--- config.mk ---
export PLATFORM = sky130hd
export DESIGN_NAME = bcp_cfg
export DESIGN_NICKNAME = d
export VERILOG_FILES = /design/src/balance_cascade_pid_macros.svh /design/src/bcp_pkg.sv /design/src/bcp_cfg.sv
export SDC_FILE = /design/constraint.sdc
export NUM_CORES = 1
export LEC_CHECK = 0
export ABC_AREA = 1
export BUFFER_PORTS_ARGS = -buffer_cell sky130_fd_sc_hd__buf_4
export CAP_MARGIN = 10
export CORE_AREA = 4 4 107 109
export CTS_CLUSTER_SIZE = 16
export DETAILED_ROUTE_END_ITERATION = 10
export DIE_AREA = 0 0 111 113
export PLACE_DENSITY_LB_ADDON = 0.05
export RECOVER_POWER = 25
export REMOVE_ABC_BUFFERS = 1
export SYNTH_ARGS = -nofsm -noshare
export SYNTH_HDL_FRONTEND = slang
export SYNTH_SLANG_ARGS = --single-unit
--- constraint.sdc ---
create_clock -name clk -period 1.9 [get_ports clk]
set_input_delay 0.19 -clock clk [delete_from_list [all_inputs] [get_ports clk]]
set_output_delay 0.19 -clock clk [all_outputs]
set_load 0.02 [all_outputs]
--- src/balance_cascade_pid_macros.svh ---
// Assertion helpers for the balance controller.
`ifndef BALANCE_CASCADE_PID_MACROS_SVH
`define BALANCE_CASCADE_PID_MACROS_SVH
`ifndef ASSERT_OFF
// same-cycle implication
`define BCP_ASSERT_IMP(lbl, clk, rstn, ante, cons, msg) \
  lbl: assert property (@(posedge clk) disable iff (!(rstn)) (ante) |-> (cons)) else $error(msg);
// next-cycle implication
`define BCP_ASSERT_NXT(lbl, clk, rstn, ante, cons, msg) \
  lbl: assert property (@(posedge clk) disable iff (!(rstn)) (ante) |=> (cons)) else $error(msg);
`else
`define BCP_ASSERT_IMP(lbl, clk, rstn, ante, cons, msg)
`define BCP_ASSERT_NXT(lbl, clk, rstn, ante, cons, msg)
`endif
`endif

--- src/bcp_pkg.sv ---
package bcp_pkg;

  // loop limits
  localparam int SPEED_TARGET_MAX = 20;
  localparam int TURN_TARGET_MAX  = 150;
  localparam int INTEGRAL_MAX     = 20000;

  localparam int RANGE_NEAR = 25;
  localparam int TURN_STEP  = 30;

  // field widths
  localparam int ENC_W   = 16;
  localparam int ANGLE_W = 17;
  localparam int RATE_W  = 16;
  localparam int RANGE_W = 10;
  localparam int MOTOR_W = 16;

  // register widths
  localparam int UKP_W   = 26;
  localparam int UKD_W   = 20;
  localparam int SKP_W   = 17;
  localparam int TKP_W   = 21;
  localparam int TKD_W   = 18;
  localparam int BOFS_W  = 13;
  localparam int FCOEF_W = 17;
  localparam int MLIM_W  = 15;

  // loop state widths
  localparam int ST_W    = 6;
  localparam int TT_W    = 9;
  localparam int INTEG_W = 16;
  localparam int FE_W    = 18;
  localparam int ERR_W   = 18;

  // shared multiplier: unsigned A times signed B
  localparam int MUL_A_W = 26;
  localparam int MUL_B_W = 28;
  localparam int PROD_W  = MUL_A_W + 1 + MUL_B_W;
  localparam int ACC_W   = PROD_W + 1;

  localparam int UP_W  = 30;
  localparam int TN_W  = 20;
  localparam int MIX_W = 31;

  localparam logic [FCOEF_W-1:0] Q16_ONE = FCOEF_W'(65536);
  localparam int Q16_BIAS = 65535;
  localparam int Q24_BIAS = 16777215;

  // integral gain divisor, and exact reciprocal for magnitudes below 2^30
  localparam int SPEED_I_DIV = 200;
  localparam logic [MUL_A_W-1:0] INV200 = MUL_A_W'(42949673);
  localparam int INV200_SHIFT = 33;

  // configuration port
  localparam int CFG_IDX_W  = 3;
  localparam int CFG_DATA_W = 26;

  localparam logic [CFG_IDX_W-1:0] CFG_UPRIGHT_KP = 3'd0;
  localparam logic [CFG_IDX_W-1:0] CFG_UPRIGHT_KD = 3'd1;
  localparam logic [CFG_IDX_W-1:0] CFG_SPEED_KP   = 3'd2;
  localparam logic [CFG_IDX_W-1:0] CFG_TURN_KP    = 3'd3;
  localparam logic [CFG_IDX_W-1:0] CFG_TURN_KD    = 3'd4;
  localparam logic [CFG_IDX_W-1:0] CFG_BAL_OFFSET = 3'd5;
  localparam logic [CFG_IDX_W-1:0] CFG_FILTER     = 3'd6;
  localparam logic [CFG_IDX_W-1:0] CFG_MOTOR_LIM  = 3'd7;

  localparam logic [UKP_W-1:0]          RST_UPRIGHT_KP = UKP_W'(18350080);
  localparam logic [UKD_W-1:0]          RST_UPRIGHT_KD = UKD_W'(117965);
  localparam logic [SKP_W-1:0]          RST_SPEED_KP   = SKP_W'(26214);
  localparam logic [TKP_W-1:0]          RST_TURN_KP    = TKP_W'(655360);
  localparam logic [TKD_W-1:0]          RST_TURN_KD    = TKD_W'(39322);
  localparam logic signed [BOFS_W-1:0]  RST_BAL_OFFSET = BOFS_W'(256);
  localparam logic [FCOEF_W-1:0]        RST_FILTER     = FCOEF_W'(45875);
  localparam logic [MLIM_W-1:0]         RST_MOTOR_LIM  = MLIM_W'(7200);

  // sequencer steps
  localparam int STEP_W = 5;
  localparam logic [STEP_W-1:0] S_FE_A      = 5'd0;
  localparam logic [STEP_W-1:0] S_FE_B      = 5'd1;
  localparam logic [STEP_W-1:0] S_FE_SUM    = 5'd2;
  localparam logic [STEP_W-1:0] S_FE_TRUNC  = 5'd3;
  localparam logic [STEP_W-1:0] S_INTEG     = 5'd4;
  localparam logic [STEP_W-1:0] S_VSUM      = 5'd5;
  localparam logic [STEP_W-1:0] S_VMUL      = 5'd6;
  localparam logic [STEP_W-1:0] S_VQ16      = 5'd7;
  localparam logic [STEP_W-1:0] S_VABS      = 5'd8;
  localparam logic [STEP_W-1:0] S_VDIV      = 5'd9;
  localparam logic [STEP_W-1:0] S_VSIGN     = 5'd10;
  localparam logic [STEP_W-1:0] S_DANG      = 5'd11;
  localparam logic [STEP_W-1:0] S_UP_P      = 5'd12;
  localparam logic [STEP_W-1:0] S_UP_D      = 5'd13;
  localparam logic [STEP_W-1:0] S_UP_SUM    = 5'd14;
  localparam logic [STEP_W-1:0] S_UP_TRUNC  = 5'd15;
  localparam logic [STEP_W-1:0] S_TN_D      = 5'd16;
  localparam logic [STEP_W-1:0] S_TN_SUM    = 5'd17;
  localparam logic [STEP_W-1:0] S_TN_TRUNC  = 5'd18;
  localparam logic [STEP_W-1:0] S_MIX       = 5'd19;

  typedef struct packed {
    logic [UKP_W-1:0]         upright_kp;
    logic [UKD_W-1:0]         upright_kd;
    logic [SKP_W-1:0]         speed_kp;
    logic [TKP_W-1:0]         turn_kp;
    logic [TKD_W-1:0]         turn_kd;
    logic signed [BOFS_W-1:0] balance_offset;
    logic [FCOEF_W-1:0]       filter_coef;
    logic [MLIM_W-1:0]        motor_limit;
  } cfg_t;

  typedef struct packed {
    logic signed [ENC_W-1:0]   enc_left;
    logic signed [ENC_W-1:0]   enc_right;
    logic signed [ANGLE_W-1:0] tilt_angle;
    logic signed [RATE_W-1:0]  rate_x;
    logic signed [RATE_W-1:0]  rate_z;
    logic                      btn_fore;
    logic                      btn_back;
    logic                      btn_left;
    logic                      btn_right;
    logic [RANGE_W-1:0]        range_cm;
    logic                      clear_integral;
  } item_t;

  typedef struct packed {
    logic              busy;
    logic              done;
    logic [STEP_W-1:0] step;
  } core_stat_t;

  // arithmetic shift right by 16, rounding toward zero
  function automatic logic signed [ACC_W-1:0] trunc_q16(input logic signed [ACC_W-1:0] v);
    logic signed [ACC_W-1:0] bias;
    bias = v[ACC_W-1] ? ACC_W'(Q16_BIAS) : '0;
    return (v + bias) >>> 16;
  endfunction

  // arithmetic shift right by 24, rounding toward zero
  function automatic logic signed [ACC_W-1:0] trunc_q24(input logic signed [ACC_W-1:0] v);
    logic signed [ACC_W-1:0] bias;
    bias = v[ACC_W-1] ? ACC_W'(Q24_BIAS) : '0;
    return (v + bias) >>> 24;
  endfunction

  function automatic logic signed [MOTOR_W-1:0] sat_motor(input logic signed [MIX_W-1:0] v,
                                                          input logic [MLIM_W-1:0] lim);
    logic signed [MIX_W-1:0] hi;
    logic signed [MIX_W-1:0] r;
    hi = MIX_W'(lim);
    if (v > hi) begin
      r = hi;
    end else if (v < -hi) begin
      r = -hi;
    end else begin
      r = v;
    end
    return MOTOR_W'(r);
  endfunction

endpackage

--- src/bcp_cfg.sv ---
module bcp_cfg import bcp_pkg::*; (
  input  logic                  clk,
  input  logic                  rst_n,
  input  logic                  cfg_we,
  input  logic [CFG_IDX_W-1:0]  cfg_idx,
  input  logic [CFG_DATA_W-1:0] cfg_wdata,
  output cfg_t                  cfg
);

  cfg_t cfg_r;
  cfg_t cfg_nxt;

  always_comb begin
    cfg_nxt = cfg_r;
    if (cfg_we) begin
      unique case (cfg_idx)
        CFG_UPRIGHT_KP: cfg_nxt.upright_kp     = cfg_wdata[UKP_W-1:0];
        CFG_UPRIGHT_KD: cfg_nxt.upright_kd     = cfg_wdata[UKD_W-1:0];
        CFG_SPEED_KP:   cfg_nxt.speed_kp       = cfg_wdata[SKP_W-1:0];
        CFG_TURN_KP:    cfg_nxt.turn_kp        = cfg_wdata[TKP_W-1:0];
        CFG_TURN_KD:    cfg_nxt.turn_kd        = cfg_wdata[TKD_W-1:0];
        CFG_BAL_OFFSET: cfg_nxt.balance_offset = $signed(cfg_wdata[BOFS_W-1:0]);
        CFG_FILTER:     cfg_nxt.filter_coef    = cfg_wdata[FCOEF_W-1:0];
        CFG_MOTOR_LIM:  cfg_nxt.motor_limit    = cfg_wdata[MLIM_W-1:0];
        default: ;
      endcase
    end
  end

  always_ff @(posedge clk) begin
    if (!rst_n) begin
      cfg_r.upright_kp     <= RST_UPRIGHT_KP;
      cfg_r.upright_kd     <= RST_UPRIGHT_KD;
      cfg_r.speed_kp       <= RST_SPEED_KP;
      cfg_r.turn_kp        <= RST_TURN_KP;
      cfg_r.turn_kd        <= RST_TURN_KD;
      cfg_r.balance_offset <= RST_BAL_OFFSET;
      cfg_r.filter_coef    <= RST_FILTER;
      cfg_r.motor_limit    <= RST_MOTOR_LIM;
    end else begin
      cfg_r <= cfg_nxt;
    end
  end

  assign cfg = cfg_r;

endmodule

==> flow_summary.json <==
{
  "startpoint": "cfg_idx[0]",
  "hp-start": "cfg_wdata[18]",
  "ff2ff_setup_slack_ns": 1.25,
  "synthTopCellsByArea": "dfxtp_1 52%, nand2_1 14%, nor2_1 14%",
  "setup_tns_ns": 0,
  "syn-instance-count": 792,
  "leakage_nw": 3.81,
  "cp_max_fo": 14,
  "min_period_ns": 1.40,
  "core_area_um2": 10600,
  "setup_violations": 0,
  "synth_top_family_by_area": "simple AND/OR/NAND/NOR gates",
  "ys_seq_elements": 147,
  "die_h_um": 113,
  "rr_worst_depth": 2,
  "seq_area_um2": 2940,
  "final_cells": 1139,
  "cpMostUsedCell": "nor2_1",
  "drv_cap": 0,
  "worst_slew_pin_slew_ns": 1.16,
  "ios": 179,
  "grt_start_max_net_pins": 48,
  "power_density_nw_per_um2": 958,
  "layout_commonest_cell": "nand2_1",
  "crit_arrival_ns": 1.82,
  "drive_above_1_share": 0.232,
  "place.gp.congestion": 0.840,
  "synthToLayoutAreaGrowth_pct": 40.2,
  "fp-row-count": 38,
  "finalHoldViolCount": 0,
  "largest_reg_flops": 147,
  "busiest_layer": "met2",
  "postRouteAntennaNets": 0,
  "yosysTopAreaCell": "dfxtp_1",
  "rsz0062_at_grt": "false",
  "drcViolationCount": 0,
  "port-buffer-count": 178,
  "grt_use_total": 0.281,
  "fillers": 811,
  "min_path_type": "in2reg",
  "grt_util_met3": 0.0824,
  "synth_area_um2": 5660,
  "gr-usage-met1": 0.331,
  "htreeDepth": 4,
  "placed_cells": 1082,
  "holdPathEnd": "cfg[139]",
  "dr.pass1.iters": 5,
  "maxSlewViolCount": 0,
  "synth_top_area_frac": 0.520,
  "synth_compound_area_frac": 0.000885,
  "synth_cell_types": 15,
  "crit_chain": "buf_4 -> inv_2 -> nor2_1 -> clkbuf_1 -> nand3_1 -> nand2_1 -> nor2_1",
  "dr_total_vias": 5824,
  "period_share": 0.737,
  "cts_tree": "built",
  "multi_input_area_um2": 2370,
  "fmax_mhz": 714,
  "synth_xor_area_frac": 0,
  "clockBufferDepth": 2,
  "peakVddDrop_uv": 531,
  "start_kind": "primary input",
  "fin_worst_skew_ns": 0,
  "hold_slack_ns": 0.0160,
  "diodes": 0,
  "grt_pass1_vias": 5732,
  "clock_sinks": 147,
  "cts_buffers": 17,
  "grt_pass1_wl_um": 28400,
  "clkTransAtPathRegs_ns": 0.06,
  "worst_r2r_endpoint": "cfg[17]",
  "vias_per_cell": 5.11,
  "yosysWarningCount": 0,
  "initial_utilization": 0.534,
  "worstReg2RegStart": "cfg[17]",
  "antenna_found_initial": 0,
  "nets": 1018,
  "slew-limit-headroom": 0.228,
  "use_met2": 0.485,
  "syn_avg_cell_area_um2": 7.14,
  "routed_wl_um": 17400,
  "end_kind": "register",
  "overflow": 0,
  "synthAdderAreaFrac": 0,
  "layout_common_cells": "211 x nand2_1, 206 x nor2_1, 187 x buf_4",
  "path_class": "in2reg",
  "clk_latency_ns": 0.52,
  "slowest_stage": "clkbuf_1",
  "status": "completed",
  "ys_seq_area_frac": 0.520,
  "wl_per_cell_um": 15.3,
  "cts_root_buf": "clkbuf_8",
  "critical_path_required_ns": 2.32,
  "die_w_um": 111,
  "hold_depth": 5,
  "hpwl_um": 11500,
  "synthSimpleGateAreaFrac": 0.417,
  "synth_mux_area_frac": 0,
  "die_area_um2": 12500,
  "slowest_delay_ns": 0.61,
  "drt_iter0_drc": 391
}
==> power breakdown <==
part	internal [mW]	leakage [nW]	switching [mW]
registers	3.19	1.20	0.0637
clock network	2.20	0.288	1.26
logic	0.343	2.32	0.545
total	5.74	3.81	1.87
==> per-layer routing <==
metal | share of wire | vias to the layer above
met5 | 0 | -
met4 | 0.026 | 0
met3 | 0.096 | 38
met2 | 0.49 | 279
met1 | 0.39 | 2650
li1 | - | 2857
==> critical path: cells and delay by family <==
kind          cells  cell delay [ns]
simple gates      4             0.82
buf+inv           3             0.81
==> worst max path at each step <==
stage / endpoint / cells past startpoint
after floorplan: cfg[101] / 5
after global placement: cfg[111] / 6
after detailed placement: cfg[111] / 6
after CTS: cfg[73] / 1
after global routing: cfg[114] / 7
final: cfg[120] / 7
==> metrics by stage <==
stage / total power, mW / area [um^2] / utilization / setup slack, ns
detailed placement: 4.17 / 7130 / 0.672 / 0.380
global placement: 4.15 / 7130 / 0.672 / 0.471
finish: 7.61 / 7940 / 0.748 / 0.500
floorplan: 3.75 / 5430 / - / -1.20
CTS: 7.63 / 7990 / 0.753 / 0.642
global route: 7.86 / 7940 / 0.748 / 0.327
==> cells in the mapped netlist, drive strengths merged <==
master and number:
buf 39, clkbuf 7, nand3 136, nor2 216
dfxtp 147, nand2 214, inv 32, o21ai 1
==> area by class of cell <==
class / count / share of cell area
Multi-Input combinational cell: 567 / 0.298
Timing Repair Buffer: 221 / 0.217
Inverter: 32 / 0.0151
Clock buffer: 23 / 0.0576
Sequential cell: 147 / 0.371
Tap cell: 140 / 0.0221
Clock inverter: 9 / 0.0192
==> what timing repair did <==
item | in CTS | in global routing
buffers inserted | 0 | 0
hold endpoints to repair | 49 | 0
gates resized for setup | 0 | 0
hold buffers | 25 | 0
==> kinds of logic after synthesis <==
family                 after synthesis
and+or+nand+nor                    566
DFF                                147
buffers and inverters               78
AOI/OAI and AO/OA                    1
(Power assumes the default switching activity.)
